`src/design/rtu_pkg.sv`:
```
// Shared types, constants and the CRC-16 byte update of the RTU frame receiver.
`default_nettype none

package rtu_pkg;

    localparam int MAX_FRAME_BYTES     = 256;
    localparam int FIXED_REQUEST_BYTES = 8;
    localparam int COUNT_W             = $clog2(MAX_FRAME_BYTES + 1);

    localparam logic [15:0] CRC_INIT = 16'hFFFF;
    localparam logic [15:0] CRC_POLY = 16'hA001;

    localparam logic [7:0] CODE_WRITE_COILS = 8'h0F;
    localparam logic [7:0] CODE_WRITE_REGS  = 8'h10;

    localparam logic [1:0] STATUS_INCOMPLETE = 2'd0;
    localparam logic [1:0] STATUS_GOOD       = 2'd1;
    localparam logic [1:0] STATUS_BAD        = 2'd2;

    localparam logic FRAME_KIND_REQUEST  = 1'b0;
    localparam logic FRAME_KIND_RESPONSE = 1'b1;

    typedef struct packed {
        logic [7:0] data_byte;
        logic       frame_start;
    } in_item_t;

    typedef struct packed {
        logic [COUNT_W-1:0] byte_count;
        logic [15:0]        crc;
        logic [7:0]         tail_old;
        logic [7:0]         tail_new;
        logic [7:0]         address_byte;
        logic [7:0]         code_byte;
        logic [7:0]         count_byte;
    } frame_state_t;

    typedef struct packed {
        logic [1:0]         status;
        logic               overrun;
        logic [7:0]         unit_address;
        logic [7:0]         function_code;
        logic [COUNT_W-1:0] frame_length;
        logic [15:0]        received_crc;
        logic [15:0]        computed_crc;
    } result_t;

    localparam frame_state_t FRAME_CLEAR = '{
        byte_count:   '0,
        crc:          CRC_INIT,
        tail_old:     8'h00,
        tail_new:     8'h00,
        address_byte: 8'h00,
        code_byte:    8'h00,
        count_byte:   8'h00
    };

    // Reflected CRC-16 update by one byte, eight shift steps unrolled.
    function automatic logic [15:0] crc_fold(input logic [15:0] crc_in,
                                             input logic [7:0]  byte_in);
        logic [15:0] crc;
        crc = crc_in ^ {8'h00, byte_in};
        for (int k = 0; k < 8; k++) begin
            if (crc[0])
                crc = (crc >> 1) ^ CRC_POLY;
            else
                crc = crc >> 1;
        end
        return crc;
    endfunction

endpackage

`default_nettype wire

```
`src/design/rtu_input_stage.sv`:
```
// Input register of the RTU frame receiver: holds one accepted word until it is processed.
`default_nettype none

module rtu_input_stage (
    input  wire logic             clk,
    input  wire logic             rst_n,
    input  wire logic             in_valid,
    output logic                  in_ready,
    input  wire logic [7:0]       data_byte,
    input  wire logic             frame_start,
    output logic                  item_valid,
    input  wire logic             item_take,
    output rtu_pkg::in_item_t     item
);
    import rtu_pkg::*;

    logic     item_valid_reg;
    logic     item_valid_next;
    in_item_t item_reg;

    assign in_ready        = !item_valid_reg || item_take;
    assign item_valid_next = (in_valid && in_ready) || (item_valid_reg && !item_take);

    always_ff @(posedge clk or negedge rst_n)
    begin
        if (!rst_n)
            item_valid_reg <= 1'b0;
        else
            item_valid_reg <= item_valid_next;
    end

    always_ff @(posedge clk)
    begin
        if (in_valid && in_ready)
            item_reg <= '{data_byte: data_byte, frame_start: frame_start};
    end

    assign item_valid = item_valid_reg;
    assign item       = item_reg;

endmodule

`default_nettype wire

```
`src/design/rtu_frame_step.sv`:
```
// Next frame state and status for one received byte.
`default_nettype none

module rtu_frame_step (
    input  wire rtu_pkg::frame_state_t state_cur,
    input  wire rtu_pkg::in_item_t     item,
    input  wire logic                  frame_kind,
    output rtu_pkg::frame_state_t      state_next,
    output rtu_pkg::result_t           result
);
    import rtu_pkg::*;

    frame_state_t base;
    frame_state_t upd;
    logic         full;
    logic         counted;
    logic         crc_match;
    logic [15:0]  wire_crc;
    logic [15:0]  swapped_crc;
    logic [COUNT_W:0] needed_len;
    logic [1:0]   status;

    always_comb
    begin
        base = item.frame_start ? FRAME_CLEAR : state_cur;
        full = base.byte_count >= COUNT_W'(MAX_FRAME_BYTES);
        upd  = base;
        if (!full)
        begin
            // The older tail byte leaves the CRC candidate and joins the checked data.
            if (base.byte_count >= COUNT_W'(2))
                upd.crc = crc_fold(base.crc, base.tail_old);
            upd.tail_old = base.tail_new;
            upd.tail_new = item.data_byte;
            if (base.byte_count == COUNT_W'(0))
                upd.address_byte = item.data_byte;
            else if (base.byte_count == COUNT_W'(1))
                upd.code_byte = item.data_byte;
            else if (base.byte_count == COUNT_W'(2))
                upd.count_byte = item.data_byte;
            upd.byte_count = base.byte_count + COUNT_W'(1);
        end
        state_next = upd;
    end

    assign wire_crc    = {upd.tail_old, upd.tail_new};
    assign swapped_crc = {upd.crc[7:0], upd.crc[15:8]};
    assign crc_match   = (wire_crc == swapped_crc);
    assign counted     = (frame_kind == FRAME_KIND_RESPONSE) ||
                         (upd.code_byte == CODE_WRITE_COILS) ||
                         (upd.code_byte == CODE_WRITE_REGS);
    assign needed_len  = {{(COUNT_W + 1 - 8){1'b0}}, upd.count_byte} + (COUNT_W + 1)'(3);

    always_comb
    begin
        if (upd.byte_count < COUNT_W'(3))
            status = STATUS_INCOMPLETE;
        else if (counted)
        begin
            if ({1'b0, upd.byte_count} < needed_len)
                status = STATUS_INCOMPLETE;
            else
                status = crc_match ? STATUS_GOOD : STATUS_BAD;
        end
        else if (upd.byte_count > COUNT_W'(FIXED_REQUEST_BYTES))
            status = STATUS_BAD;
        else if (upd.byte_count == COUNT_W'(FIXED_REQUEST_BYTES))
            status = crc_match ? STATUS_GOOD : STATUS_BAD;
        else
            status = STATUS_INCOMPLETE;
    end

    assign result = '{
        status:        status,
        overrun:       full,
        unit_address:  upd.address_byte,
        function_code: upd.code_byte,
        frame_length:  upd.byte_count,
        received_crc:  wire_crc,
        computed_crc:  swapped_crc
    };

endmodule

`default_nettype wire

```
`src/design/rtu_frame_receiver_crc16_core.sv`:
```
// Modbus RTU frame receiver with running CRC-16 check: top level.
//
// Bytes enter on the in channel (in_valid/in_ready, data_byte, frame_start) in line
// order; frame_start clears the frame so that its word becomes byte 0. Every input
// word yields exactly one result word on the out channel (out_valid/out_ready):
// status, overrun flag, header bytes, length, wire CRC and computed CRC.
// The cfg channel (cfg_valid/cfg_ready, cfg_data) writes frame_kind: 0 checks frames
// as requests, 1 as responses. It is always ready; it is written while idle by the user, the block does not enforce it.
// A word enters the input register, then passes through the frame update into the result
// register. Throughput is one word per cycle unless out_ready stalls the result; the
// unrolled eight-step CRC byte update between those registers sets the cycle.
// When the receiver holds out_ready low the result register keeps its word, the
// input register still takes one more word, and in_ready falls after that.
// Reset empties both registers, clears the frame (CRC 0xFFFF) and sets request mode.
`default_nettype none

module rtu_frame_receiver_crc16_core (
    input  wire logic                        clk,
    input  wire logic                        rst_n,
    input  wire logic                        cfg_valid,
    output logic                             cfg_ready,
    input  wire logic                        cfg_data,
    input  wire logic                        in_valid,
    output logic                             in_ready,
    input  wire logic [7:0]                  data_byte,
    input  wire logic                        frame_start,
    output logic                             out_valid,
    input  wire logic                        out_ready,
    output logic [1:0]                       status,
    output logic                             overrun,
    output logic [7:0]                       unit_address,
    output logic [7:0]                       function_code,
    output logic [rtu_pkg::COUNT_W-1:0]      frame_length,
    output logic [15:0]                      received_crc,
    output logic [15:0]                      computed_crc
);
    import rtu_pkg::*;

    logic         item_valid;
    logic         item_take;
    in_item_t     item;
    frame_state_t state_reg;
    frame_state_t state_next;
    result_t      step_result;
    result_t      result_reg;
    logic         out_valid_reg;
    logic         out_valid_next;
    logic         frame_kind_reg;

    rtu_input_stage u_input_stage (
        .clk         (clk),
        .rst_n       (rst_n),
        .in_valid    (in_valid),
        .in_ready    (in_ready),
        .data_byte   (data_byte),
        .frame_start (frame_start),
        .item_valid  (item_valid),
        .item_take   (item_take),
        .item        (item)
    );

    rtu_frame_step u_frame_step (
        .state_cur  (state_reg),
        .item       (item),
        .frame_kind (frame_kind_reg),
        .state_next (state_next),
        .result     (step_result)
    );

    assign cfg_ready      = 1'b1;
    assign item_take      = item_valid && (!out_valid_reg || out_ready);
    assign out_valid_next = item_take || (out_valid_reg && !out_ready);

    always_ff @(posedge clk or negedge rst_n)
    begin
        if (!rst_n)
        begin
            state_reg      <= FRAME_CLEAR;
            out_valid_reg  <= 1'b0;
            frame_kind_reg <= FRAME_KIND_REQUEST;
        end
        else
        begin
            out_valid_reg <= out_valid_next;
            if (item_take)
                state_reg <= state_next;
            if (cfg_valid && cfg_ready)
                frame_kind_reg <= cfg_data;
        end
    end

    always_ff @(posedge clk)
    begin
        if (item_take)
            result_reg <= step_result;
    end

    assign out_valid     = out_valid_reg;
    assign status        = result_reg.status;
    assign overrun       = result_reg.overrun;
    assign unit_address  = result_reg.unit_address;
    assign function_code = result_reg.function_code;
    assign frame_length  = result_reg.frame_length;
    assign received_crc  = result_reg.received_crc;
    assign computed_crc  = result_reg.computed_crc;

endmodule

`default_nettype wire

```
`config.mk`:
```
export PLATFORM = sky130hd
export DESIGN_NAME = rtu_frame_receiver_crc16_core
export DESIGN_NICKNAME = d
export VERILOG_FILES = /design/src/design/rtu_pkg.sv /design/src/design/rtu_input_stage.sv /design/src/design/rtu_frame_step.sv /design/src/design/rtu_frame_receiver_crc16_core.sv
export SDC_FILE = /design/constraint.sdc
export NUM_CORES = 1
export LEC_CHECK = 0
export BUFFER_PORTS_ARGS = -buffer_cell sky130_fd_sc_hd__buf_2
export CORE_AREA = 5 5 118 120
export DETAILED_ROUTE_END_ITERATION = 10
export DIE_AREA = 0 0 123 125
export GPL_TIMING_DRIVEN = 0
export PLACE_DENSITY = 0.8
export SLEW_MARGIN = 30
export SYNTH_ARGS = -nofsm -noshare
export SYNTH_HDL_FRONTEND = slang
export SYNTH_HIERARCHICAL = 1
export SYNTH_SLANG_ARGS = --single-unit
```
`constraint.sdc`:
```
create_clock -name clk -period 8.7 [get_ports clk]
set_clock_uncertainty 0.05 [all_clocks]
set_input_delay 0.435 -clock clk [delete_from_list [all_inputs] [get_ports clk]]
set_output_delay 0.435 -clock clk [all_outputs]
set_load 0.05 [all_outputs]
```
==> results.ini <==
[routing]
finalWirelength_um = 17650
ant_nets = 0
num_vias = 5060
via_per_inst = 5.711
drt_pass1_iterations = 5
route.detailed.drc = 0
wl_per_cell_um = 19.92
drtIter0Drc = 334

[layout]
diodes = 0
nNetsFinal = 725
area_growth_pct = 16.39
largest_reg_flops = 65
drive_gt1_share_pct = 40.42

[synth]
synth-seq-area-share_pct = 50.46
avgSynthCellArea_um2 = 12.55
synth_seq_cells = 137
synth-async-reset-ratio_pct = 49.64
synthCells = 599
synth-edff-count = 69
synth_nets = 627
synth_warnings = 6
ys.flop_type = edfxtp_1
ys_types = 71
synth_area_um2 = 7518

[global_routing]
grt_usage_pct = 23.66
grt_pass1_vias = 5196
antenna_found_initial = 0
grt_first_pass_wirelength_um = 27880
grt_overflow = 0
grt_max_degree = 42

[setup_path]
start_kind = flop
cp-end-kind = flop
crit_path_top_delay_cell = edfxtp_1
critPathMaxFanout = 10
cp.arrival_ns = 6.27
path_class = flop to flop
reg2reg_to = status[1]
reg2reg_depth = 25
required_ns = 8.82
critPathTopFamily = buffers and inverters
cp_slowest_stage_delay_ns = 0.50
r2r-start = u_input_stage/item[0]
r2r_slack_ns = 2.55
critPathBufInv = 7

[clock_tree]
post_cts_buffers = 0
ctsLongestPathBuffers = 2
clock-root-buffer = clkbuf_16
clk_pin_slew_worst_paths_ns = 0.06
clock-sinks = 137
cts_tree = yes
clock_latency_ns = 0.43
ctsHtreeMaxLevel = 4
cts_made_buffers = 17

[power_and_ir_drop]
ir_worst_vdd_uv = 163.4
p_per_area_nw_per_um2 = 333.8
seqPwrFrac_pct = 33.4
p_int_uw = 1830
p_leak_uw = 0.003908
combinationalPowerShare_pct = 42.5
p_sw_share_pct = 37.35
switching_power_uw = 1091
clock_power_share_pct = 24.1

[placed_design]
portBuffers = 76
dp_hpwl_um = 12380
place_ws_ns = 2.684
gp_congestion = 0.8927

[floorplan]
start_util_pct = 58.40
die_h_um = 125
fp.dieArea_um2 = 15380
num_rows = 42
die-width_um = 123
core-area_um2 = 12870
io_pins = 78

[timing]
fin_crit_ns = 6.155
relSlewSlack_pct = 42.80
fmax_mhz = 162.5
hold_violations = 0
setup_viol = 0
setup_ws_ns = 2.545
finalSetupTns_ns = 0
whs_ns = 0.1290
worst_pin_slew_ns = 0.8580
drv_slew = 0
rsz0062_at_grt = no
period_share_pct = 70.74

[hold_path]
hold_end = u_input_stage/item[2]
min_path_cells = 1
hp-class = input pin to flop
hold_path_startpoint = data_byte[1]

[job]
drv_cap = 0

[status]
run_status = complete, no violations

-- cell usage in the layout (no fill, tap or decap), types with 4 or more instances in the layout --
master	count
a21o_1	7
a21oi_1	8
buf_12	6
buf_2	78
buf_4	61
clkbuf_1	8
clkbuf_16	17
clkinv_2	4
dfrtp_1	52
dfstp_2	16
edfxtp_1	69
ha_1	13
inv_1	15
inv_6	4
mux2_2	31
mux2_4	39
mux2i_1	22
nand2_1	45
nand3_1	23
nand4_1	7
nor2_1	30
nor2b_1	5
nor3_1	11
o211ai_1	5
o21ai_0	10
xnor2_1	23
xor2_1	22
-- repair_timing --
| action | in CTS | in global routing |
|---|---|---|
| hold endpoints to repair | 19 | 0 |
| hold buffers | 1 | 0 |
| gates resized for setup | 0 | 0 |
-- cell families after synthesis --
kind of cell | count (synthesis) | synth area share [%]
other | 1 | 0.04988
AND/OR/NAND/NOR | 146 | 9.736
multiplexers | 92 | 15.36
buffers and inverters | 99 | 9.552
XOR/XNOR | 48 | 6.174
flip-flops | 137 | 50.46
AO/OA/AOI/OAI | 63 | 6.507
adder cells (fa/ha/maj) | 13 | 2.163
-- per-stage QoR --
step	utilization [%]	area [um2]	instances	power (uW)
final	67.97	8751	886	2921
after global routing	67.97	8751	886	3056
after CTS	67.97	8751	886	2918
after detailed placement	63.41	8164	853	2206
after global placement	63.06	8119	851	2168
after floorplan	-	7518	599	1945
-- final cells by class --
cell class	count	area, um2
plain buffers	82	654.4
clock buffers	18	429.2
clock inverters	14	147.6
fillers	934	4124
inverters	17	66.31
multi-input cells	363	3007
flip-flops and latches	137	3794
well taps	176	220.2
repair buffers	79	432.9
-- cell usage after synthesis, drive strengths merged (3+ instances only) --
cell	number	area share, %
or4	4	0.50
dfrtp	52	17
a21oi	8	0.53
a22oi	3	0.30
buf	72	7.8
ha	13	2.2
nand2	46	2.3
a32o	3	0.40
nor2	30	1.5
clkbuf	10	0.90
o211ai	6	0.67
xnor2	23	2.7
a21o	8	0.82
dfstp	16	5.6
nor4	3	0.33
nor2b	5	0.42
mux2i	22	2.9
a31oi	3	0.25
edfxtp	69	28
a211oi	3	0.30
mux2	70	12
nor3	11	0.73
inv	16	0.80
nand3	23	1.5
o21ai	11	0.88
xor2	22	2.6
nand2b	5	0.62
nand4	7	0.58
-- power groups by stage --
stage / combinational (uW) / sequential (uW) / clock (uW)
after floorplan: 801 / 1140 / 0
final: 1240 / 976 / 705
after detailed placement: 1220 / 983 / 0
after CTS: 1230 / 975 / 712
after global placement: 1190 / 976 / 0
after global routing: 1320 / 990 / 747
-- worst max path at each step --
| stage | startpoint | slack [ns] | depth (start not counted) | to |
|---|---|---|---|---|
| 2_1_floorplan | u_input_stage/item[0] | 3.66 | 25 | status[1] |
| 3_3_place_gp | u_input_stage/item[0] | 2.82 | 25 | status[1] |
| 3_5_place_dp | u_input_stage/item[0] | 2.68 | 25 | status[1] |
| 4_1_cts | u_input_stage/item[0] | 2.66 | 25 | status[1] |
| 5_1_grt | u_input_stage/item[0] | 2.26 | 25 | status[1] |
| 6_report | u_input_stage/item[0] | 2.55 | 25 | status[1] |
-- routing by layer --
metal  routed length (um)  share of wire [%]  track usage [%]
met4                  432                2.4            9.772
met5                    0                  0                0
met1                 7290                 41            30.55
met2                 8955                 51            39.02
met3                  967                5.5            4.562
Power figures use the tool's default switching activity.
